## src/hw/rtl/jcs_pkg.sv

```systemverilog
// ----------------------------------------------------------------------------
// jcs_pkg
// Types and character constants shared by the comment stripper modules.
// ----------------------------------------------------------------------------
package jcs_pkg;

  localparam logic [7:0] CH_SLASH = 8'h2F;
  localparam logic [7:0] CH_STAR  = 8'h2A;
  localparam logic [7:0] CH_NL    = 8'h0A;
  localparam logic [7:0] CH_QUOTE = 8'h22;

  typedef struct packed {
    logic [7:0] in_byte;
    logic       is_final;
  } in_word_t;

  typedef struct packed {
    logic [7:0] out_byte;
    logic       byte_valid;
    logic       run_last;
    logic       end_of_text;
  } out_word_t;

  // One classified input byte: one or two results to emit.
  typedef struct packed {
    logic       two;
    logic [7:0] b0;
    logic       v0;
    logic [7:0] b1;
    logic       fin;
  } action_t;

  typedef struct packed {
    logic half;
    logic load;
  } bk_stat_t;

endpackage

```

## src/hw/rtl/jcs_front.sv

```systemverilog
// ----------------------------------------------------------------------------
// jcs_front
// Lexer: tracks comment/string mode and turns input words that emit bytes into actions.
// ----------------------------------------------------------------------------
module jcs_front (
  input  logic             clk,
  input  logic             rst_n,
  input  logic             cfg_we,
  input  logic             cfg_wdata,
  input  logic             accept,
  input  jcs_pkg::in_word_t in_word,
  output logic             act_push,
  output jcs_pkg::action_t act
);

  localparam logic [2:0] MODE_NORMAL = 3'd0;
  localparam logic [2:0] MODE_SLASH  = 3'd1;
  localparam logic [2:0] MODE_LINE   = 3'd2;
  localparam logic [2:0] MODE_BLOCK  = 3'd3;
  localparam logic [2:0] MODE_BSTAR  = 3'd4;
  localparam logic [2:0] MODE_STRING = 3'd5;

  logic [2:0] mode_r, mode_nxt;
  logic       en_r, en_nxt;
  logic [1:0] n;
  logic [7:0] r0, r1, c;
  logic       v0;

  assign c = in_word.in_byte;

  always_comb begin
    n        = 2'd0;
    r0       = 8'h00;
    r1       = 8'h00;
    v0       = 1'b1;
    mode_nxt = mode_r;
    if (!en_r) begin
      if (mode_r == MODE_SLASH) begin
        n  = 2'd2;
        r0 = jcs_pkg::CH_SLASH;
        r1 = c;
      end else begin
        n  = 2'd1;
        r0 = c;
      end
      mode_nxt = MODE_NORMAL;
    end else begin
      case (mode_r)
        MODE_SLASH: begin
          if (c == jcs_pkg::CH_SLASH) begin
            mode_nxt = MODE_LINE;
          end else if (c == jcs_pkg::CH_STAR) begin
            mode_nxt = MODE_BLOCK;
          end else begin
            n        = 2'd2;
            r0       = jcs_pkg::CH_SLASH;
            r1       = c;
            mode_nxt = (c == jcs_pkg::CH_QUOTE) ? MODE_STRING : MODE_NORMAL;
          end
        end
        MODE_LINE: begin
          if (c == jcs_pkg::CH_NL) begin
            n        = 2'd1;
            r0       = c;
            mode_nxt = MODE_NORMAL;
          end
        end
        MODE_BLOCK: begin
          if (c == jcs_pkg::CH_STAR) begin
            mode_nxt = MODE_BSTAR;
          end
        end
        MODE_BSTAR: begin
          if (c == jcs_pkg::CH_SLASH) begin
            mode_nxt = MODE_NORMAL;
          end else if (c != jcs_pkg::CH_STAR) begin
            mode_nxt = MODE_BLOCK;
          end
        end
        MODE_STRING: begin
          n  = 2'd1;
          r0 = c;
          if (c == jcs_pkg::CH_QUOTE) begin
            mode_nxt = MODE_NORMAL;
          end
        end
        default: begin
          if (c == jcs_pkg::CH_SLASH) begin
            mode_nxt = MODE_SLASH;
          end else begin
            n        = 2'd1;
            r0       = c;
            mode_nxt = (c == jcs_pkg::CH_QUOTE) ? MODE_STRING : MODE_NORMAL;
          end
        end
      endcase
    end
    if (in_word.is_final) begin
      if (mode_nxt == MODE_SLASH) begin
        n  = 2'd1;
        r0 = jcs_pkg::CH_SLASH;
      end
      if (n == 2'd0) begin
        n  = 2'd1;
        r0 = 8'h00;
        v0 = 1'b0;
      end
      mode_nxt = MODE_NORMAL;
    end
  end

  assign act_push = accept && (n != 2'd0);
  assign act.two  = (n == 2'd2);
  assign act.b0   = r0;
  assign act.v0   = v0;
  assign act.b1   = r1;
  assign act.fin  = in_word.is_final;

  assign en_nxt = cfg_we ? cfg_wdata : en_r;

  always_ff @(posedge clk) begin
    if (!rst_n) begin
      mode_r <= MODE_NORMAL;
      en_r   <= 1'b1;
    end else begin
      en_r <= en_nxt;
      if (accept) begin
        mode_r <= mode_nxt;
      end
    end
  end

endmodule

```

## src/hw/rtl/jcs_queue.sv

```systemverilog
// ----------------------------------------------------------------------------
// jcs_queue
// Small register queue of actions between the lexer and the emitter.
// ----------------------------------------------------------------------------
module jcs_queue #(
  parameter int DEPTH = 4
) (
  input  logic             clk,
  input  logic             rst_n,
  input  logic             push,
  input  jcs_pkg::action_t wdata,
  output logic             full,
  input  logic             pop,
  output jcs_pkg::action_t rdata,
  output logic             empty
);

  localparam int AW = (DEPTH > 1) ? $clog2(DEPTH) : 1;
  localparam int CW = $clog2(DEPTH + 1);
  localparam logic [AW-1:0] LAST = AW'(DEPTH - 1);
  localparam logic [CW-1:0] FULL_CNT = CW'(DEPTH);

  jcs_pkg::action_t mem_r [DEPTH];
  logic [AW-1:0] wp_r, wp_nxt, rp_r, rp_nxt;
  logic [CW-1:0] cnt_r, cnt_nxt;
  logic          do_push, do_pop;

  assign full    = (cnt_r == FULL_CNT);
  assign empty   = (cnt_r == '0);
  assign do_push = push && !full;
  assign do_pop  = pop && !empty;
  assign rdata   = mem_r[rp_r];

  always_comb begin
    wp_nxt  = wp_r;
    rp_nxt  = rp_r;
    cnt_nxt = cnt_r;
    if (do_push) begin
      wp_nxt = (wp_r == LAST) ? '0 : wp_r + 1'b1;
    end
    if (do_pop) begin
      rp_nxt = (rp_r == LAST) ? '0 : rp_r + 1'b1;
    end
    if (do_push && !do_pop) begin
      cnt_nxt = cnt_r + 1'b1;
    end else if (do_pop && !do_push) begin
      cnt_nxt = cnt_r - 1'b1;
    end
  end

  always_ff @(posedge clk) begin
    if (!rst_n) begin
      wp_r  <= '0;
      rp_r  <= '0;
      cnt_r <= '0;
    end else begin
      wp_r  <= wp_nxt;
      rp_r  <= rp_nxt;
      cnt_r <= cnt_nxt;
    end
  end

  always_ff @(posedge clk) begin
    if (do_push) begin
      mem_r[wp_r] <= wdata;
    end
  end

endmodule

```

## src/hw/rtl/jcs_back.sv

```systemverilog
// ----------------------------------------------------------------------------
// jcs_back
// Emitter: expands each action into one or two output words.
// ----------------------------------------------------------------------------
module jcs_back (
  input  logic               clk,
  input  logic               rst_n,
  input  logic               q_empty,
  input  jcs_pkg::action_t   q_data,
  output logic               q_pop,
  output logic               empty,
  input  logic               pop,
  output jcs_pkg::out_word_t out_word,
  output jcs_pkg::bk_stat_t  stat
);

  jcs_pkg::out_word_t word_r, word_nxt;
  logic vld_r, vld_nxt, half_r, half_nxt, load;

  assign load  = (!vld_r || pop) && !q_empty;
  assign q_pop = load && (half_r || !q_data.two);

  always_comb begin
    word_nxt = word_r;
    if (load) begin
      if (!half_r) begin
        word_nxt.out_byte    = q_data.b0;
        word_nxt.byte_valid  = q_data.v0;
        word_nxt.run_last    = !q_data.two;
        word_nxt.end_of_text = q_data.fin && !q_data.two;
      end else begin
        word_nxt.out_byte    = q_data.b1;
        word_nxt.byte_valid  = 1'b1;
        word_nxt.run_last    = 1'b1;
        word_nxt.end_of_text = q_data.fin;
      end
    end
  end

  assign half_nxt = load ? (!half_r && q_data.two) : half_r;
  assign vld_nxt  = load ? 1'b1 : (pop ? 1'b0 : vld_r);

  always_ff @(posedge clk) begin
    if (!rst_n) begin
      vld_r  <= 1'b0;
      half_r <= 1'b0;
    end else begin
      vld_r  <= vld_nxt;
      half_r <= half_nxt;
    end
  end

  always_ff @(posedge clk) begin
    word_r <= word_nxt;
  end

  assign empty     = !vld_r;
  assign out_word  = word_r;
  assign stat.half = half_r;
  assign stat.load = load;

endmodule

```

## src/hw/rtl/json_comment_stripper.sv

```systemverilog
// Streams text one byte per word and removes line and block comments while
// quoted strings pass untouched. An input word is taken every cycle while
// the internal action queue (QDEPTH entries) has room; the output side emits
// one word per cycle from its output register while pop is held, so a byte
// that releases a held slash yields two output words and sustained rate is
// one byte per cycle otherwise. The first result of a word passes through the
// action queue and then the output register before it reaches the ports.
// cfg_wdata drives the strip enable: low passes every byte as is.
// ----------------------------------------------------------------------------
// json_comment_stripper
// Top level: lexer front end, action queue and result emitter.
// ----------------------------------------------------------------------------
module json_comment_stripper #(
  parameter int QDEPTH = 4
) (
  input  logic               clk,
  input  logic               rst_n,
  input  logic               cfg_we,
  input  logic               cfg_wdata,
  input  logic               push,
  input  jcs_pkg::in_word_t  in_word,
  output logic               full,
  input  logic               pop,
  output jcs_pkg::out_word_t out_word,
  output logic               empty
);

  jcs_pkg::action_t  act, q_data;
  jcs_pkg::bk_stat_t stat;
  logic act_push, q_empty, q_pop, accept;

  assign accept = push && !full;

  jcs_front u_front (
    .clk      (clk),
    .rst_n    (rst_n),
    .cfg_we   (cfg_we),
    .cfg_wdata(cfg_wdata),
    .accept   (accept),
    .in_word  (in_word),
    .act_push (act_push),
    .act      (act)
  );

  jcs_queue #(.DEPTH(QDEPTH)) u_queue (
    .clk  (clk),
    .rst_n(rst_n),
    .push (act_push),
    .wdata(act),
    .full (full),
    .pop  (q_pop),
    .rdata(q_data),
    .empty(q_empty)
  );

  jcs_back u_back (
    .clk     (clk),
    .rst_n   (rst_n),
    .q_empty (q_empty),
    .q_data  (q_data),
    .q_pop   (q_pop),
    .empty   (empty),
    .pop     (pop),
    .out_word(out_word),
    .stat    (stat)
  );

  // end of text always closes the run of its input byte
  a_eot_last: assert property (@(posedge clk) disable iff (!rst_n)
    !empty && out_word.end_of_text |-> out_word.run_last)
    else $error("end_of_text without run_last");

  // end-only marker is the final word and carries no byte
  a_marker: assert property (@(posedge clk) disable iff (!rst_n)
    !empty && !out_word.byte_valid |->
      out_word.end_of_text && (out_word.out_byte == 8'h00))
    else $error("malformed end-only word");

  // second half of a two-word action keeps its queue entry
  a_half: assert property (@(posedge clk) disable iff (!rst_n)
    stat.half |-> !q_empty)
    else $error("second word pending with empty queue");

  // a pending second word is emitted before the entry leaves
  a_pop: assert property (@(posedge clk) disable iff (!rst_n)
    q_pop && q_data.two |-> stat.half && stat.load)
    else $error("two-word action popped early");

endmodule
```

## config.mk

```make
export PLATFORM = sky130hd
export DESIGN_NAME = json_comment_stripper
export DESIGN_NICKNAME = d
export VERILOG_FILES = /design/src/hw/rtl/jcs_pkg.sv /design/src/hw/rtl/jcs_front.sv /design/src/hw/rtl/jcs_queue.sv /design/src/hw/rtl/jcs_back.sv /design/src/hw/rtl/json_comment_stripper.sv
export SDC_FILE = /design/constraint.sdc
export NUM_CORES = 1
export LEC_CHECK = 0
export BUFFER_PORTS_ARGS = -buffer_cell sky130_fd_sc_hd__buf_2
export CAP_MARGIN = 20
export CORE_MARGIN = 3
export CORE_UTILIZATION = 55
export CTS_CLUSTER_DIAMETER = 60
export DETAILED_ROUTE_END_ITERATION = 10
export PLACE_DENSITY = 0.83
export SYNTH_ARGS = -nofsm -noshare
export SYNTH_HDL_FRONTEND = slang
export SYNTH_HIERARCHICAL = 1
export SYNTH_SLANG_ARGS = --single-unit
```

## constraint.sdc

```tcl
create_clock -name clk -period 3.7 [get_ports clk]
set_clock_uncertainty 0.2 [all_clocks]
set_input_delay 1.11 -clock clk [delete_from_list [all_inputs] [get_ports clk]]
set_output_delay 1.11 -clock clk [all_outputs]
set_load 0.01 [all_outputs]
```

==> impl_results.md <==
* Horiz. Die Dim at 98.5 um
* Switch share at 0.298
* Post-DP HPWL at 5760 um
* Initial DRC Count at 192
* Placement Setup Slack at -0.356 ns
* # nets final at about 380
* Site Rows at 33
* Tmin final at 3.66 ns
* Initial antenna violation count at 0
* Largest net degree at the start of global routing at 20
* ANT cells at 0
* Crit path cell chain: buf_2, or4b_4, or3_4, buf_4, a211oi_2, a31o_1, or4b_4, o21ai_0
* Clock power frac at 0.196
* Clock buffer depth at 2
* Hold endpoint: u_queue/wp_r[1]
* Final period utilization at 0.989
* Hold Crit Depth at 2
* Status: finished, final reports clean
* Clock transition at path regs at ~0.1 ns
* Net Switching at 0.981 mW
* Most frequent CP cell: or4b_4
* Max Cap Viol at 0
* Pwr Density at 620 mW/mm^2
* Max frequency at 273 MHz
* Synth Net Count at 329
* TritonCTS buffer count at 9
* Pint at approximately 2.3 mW
* P_leak at 1.88 nW
* Clk_lat worst skew at around 0.36 ns
* Final ANT Viol Nets at 0
* Logic gate share of total power at 0.305
* First-pass GRT wire length at 14100 um
* Final Max Tran Viols at 0
* Total Wirelength at 8580 um
* Initial Util at 0.570
* WP data required at 3.58 ns
* I/O pins at 28
* Critical path class: in2reg
* CP delay by family, top: simple AND/OR/NAND/NOR gates
* Routed vias at 2750
* VDD IR max at approximately 0.00024 V
* Critical path startpoint category: primary input
* Core footprint at 0.00826 sq mm
* Crit-path slowest cell: or4b_4
* Clk sinks at 102
* Critical R2R Launch: u_front/mode_r[0]
* Rel. slew slack at 0.535
* Die Height at 98.5 um
* Syn Std Cell Area at 0.00470 sq mm
* H-Tree Depth at 3
* Arrival time worst endpoint at 3.54 ns
* Total track usage at 0.188
* Synth warn at 6
* Buffers plus inverters on the worst setup path at 2
* Worst min-delay path class: reg2reg
* Setup ws final at 0.0407 ns
* Die area at 0.00970 sq mm
* HP Start: u_queue/wp_r[1]
* Synthesized instance count at 307
* Critical path endpoint category: flop
* Sequential share of power at 0.499
* Drt via density at 5.84
* Grt total ovfl at 0
* Hold Vio Cnt, Final at 0
* # fillers at 591
* Worst path depth at 8
* CP Max Fanout at 5
* Reg-to-Reg End: u_queue/cnt_r[2]
* Clock root buffer: clkbuf_8
* WHS at around 0.3 ns
* Drt pass-1 iters at 4
* Wirelength per Cell at 18.2 um
* Mean Syn Cell Area at 15.3 sq um
* Syn-to-layout area delta at 13.1%
* FF-to-FF path depth at 13
* IO Port Bufs at 27
* Fraction of layout cells with a size suffix above 1 at 0.331
* Delay of the slowest critical-path stage at ~0.55 ns
* Remaining DRCs at 0
* Vias in the first global route at 2752
* CTS tree: yes
* R2R Setup Slk at 0.43 ns
* Routability cong. at 0.944
* Final setup fails at 0
* Worst slew pin tran at slightly below 0.7 ns
==> routing by layer <==
layer  track usage  up-vias  share of wire
met5             0        -              0
met4        0.0882        0          0.017
met3        0.0290       12          0.053
met2         0.302       86           0.49
met1         0.255     1363           0.44
li1              -     1289              -
==> cell usage in the layout (no fill, tap or decap), drive strengths merged, types with 5 or more instances in the layout <==
| cell type | count |
|---|---|
| edfxtp | 87 |
| buf | 61 |
| nand2 | 20 |
| mux4 | 19 |
| and2 | 16 |
| dfxtp | 15 |
| nor2 | 13 |
| inv | 12 |
| clkbuf | 9 |
| mux2 | 9 |
| o21ai | 9 |
| nor3 | 8 |
| nor2b | 8 |
| nand3 | 7 |
| ha | 6 |
| a21oi | 5 |
| or3 | 5 |
==> cell type report <==
cell class / instances / area [sq um] / share of cell area
Timing Repair Buffer: 61 / 440 / 0.0828
Clock inverter: 7 / 58.8 / 0.0111
Multi-Input combinational cell: 177 / 1610 / 0.303
Tap cell: 105 / 131 / 0.0247
Sequential cell: 102 / 2910 / 0.548
Clock buffer: 9 / 124 / 0.0233
Inverter: 10 / 40.0 / 0.00753
==> state kept, by name (all words and copies together) (netlist names), named ones only <==
register and flops:
u_queue/wp_r 2, u_queue/cnt_r 3, u_back/vld_r 1, u_front/en_r 1
u_front/mode_r 3, u_queue/rp_r 2, u_queue/mem_r 76, u_back/out_word 11
u_back/half_r 1
==> repair_timing <==
action,CTS,global route
hold buffers,0,0
endpoints found under the setup margin,0,2
setup buffers,0,2
endpoints found under the hold margin,0,0
resized for setup,0,6
==> power by group through the flow <==
stage          Combinational (mW)  Sequential [mW]  Clock (mW)
3_5_place_dp                 1.00             1.67           0
4_1_cts                      1.01             1.65       0.661
6_report                     1.01             1.65       0.646
2_1_floorplan               0.708             1.67           0
3_3_place_gp                0.967             1.66           0
5_1_grt                      1.11             1.67       0.706
==> per-stage QoR <==
stage,power [mW],area [sq um],util,std cells,TNS (ns)
2_1_floorplan,2.38,4730,-,307,-0.348
3_3_place_gp,2.63,5100,0.618,453,-8.73
3_5_place_dp,2.68,5100,0.618,453,-11.21
4_1_cts,3.32,5280,0.640,469,0
5_1_grt,3.49,5320,0.644,471,-0.0131
6_report,3.30,5320,0.644,471,0
==> worst max-delay path by stage <==
| stage | to | slack (ns) | from |
|---|---|---|---|
| 2_1_floorplan | u_queue/cnt_r[2] | -0.18 | in_word[5] |
| 3_3_place_gp | u_queue/cnt_r[2] | -0.26 | in_word[5] |
| 3_5_place_dp | u_queue/cnt_r[2] | -0.36 | in_word[5] |
| 4_1_cts | u_queue/cnt_r[1] | 0.009 | in_word[5] |
| 5_1_grt | u_queue/cnt_r[1] | -0.01 | in_word[7] |
| 6_report | u_queue/mem_r[1][11] | 0.04 | in_word[7] |
==> worst register-to-register path: stages, from the launching register on <==
cell and delay, ns:
dfxtp_1 0.56, nand3b_1 0.16, o21ai_0 0.08, o21ai_0 0.47, o22a_1 0.27, nor3_2 0.06, nor2_1 0.11, nor2b_4 0.19
ha_4 0.16, inv_4 0.03, fa_2 0.32, xor2_1 0.17, or3_1 0.31, a21boi_1 0.13
No activity file was read; power rests on OpenSTA's default activity.
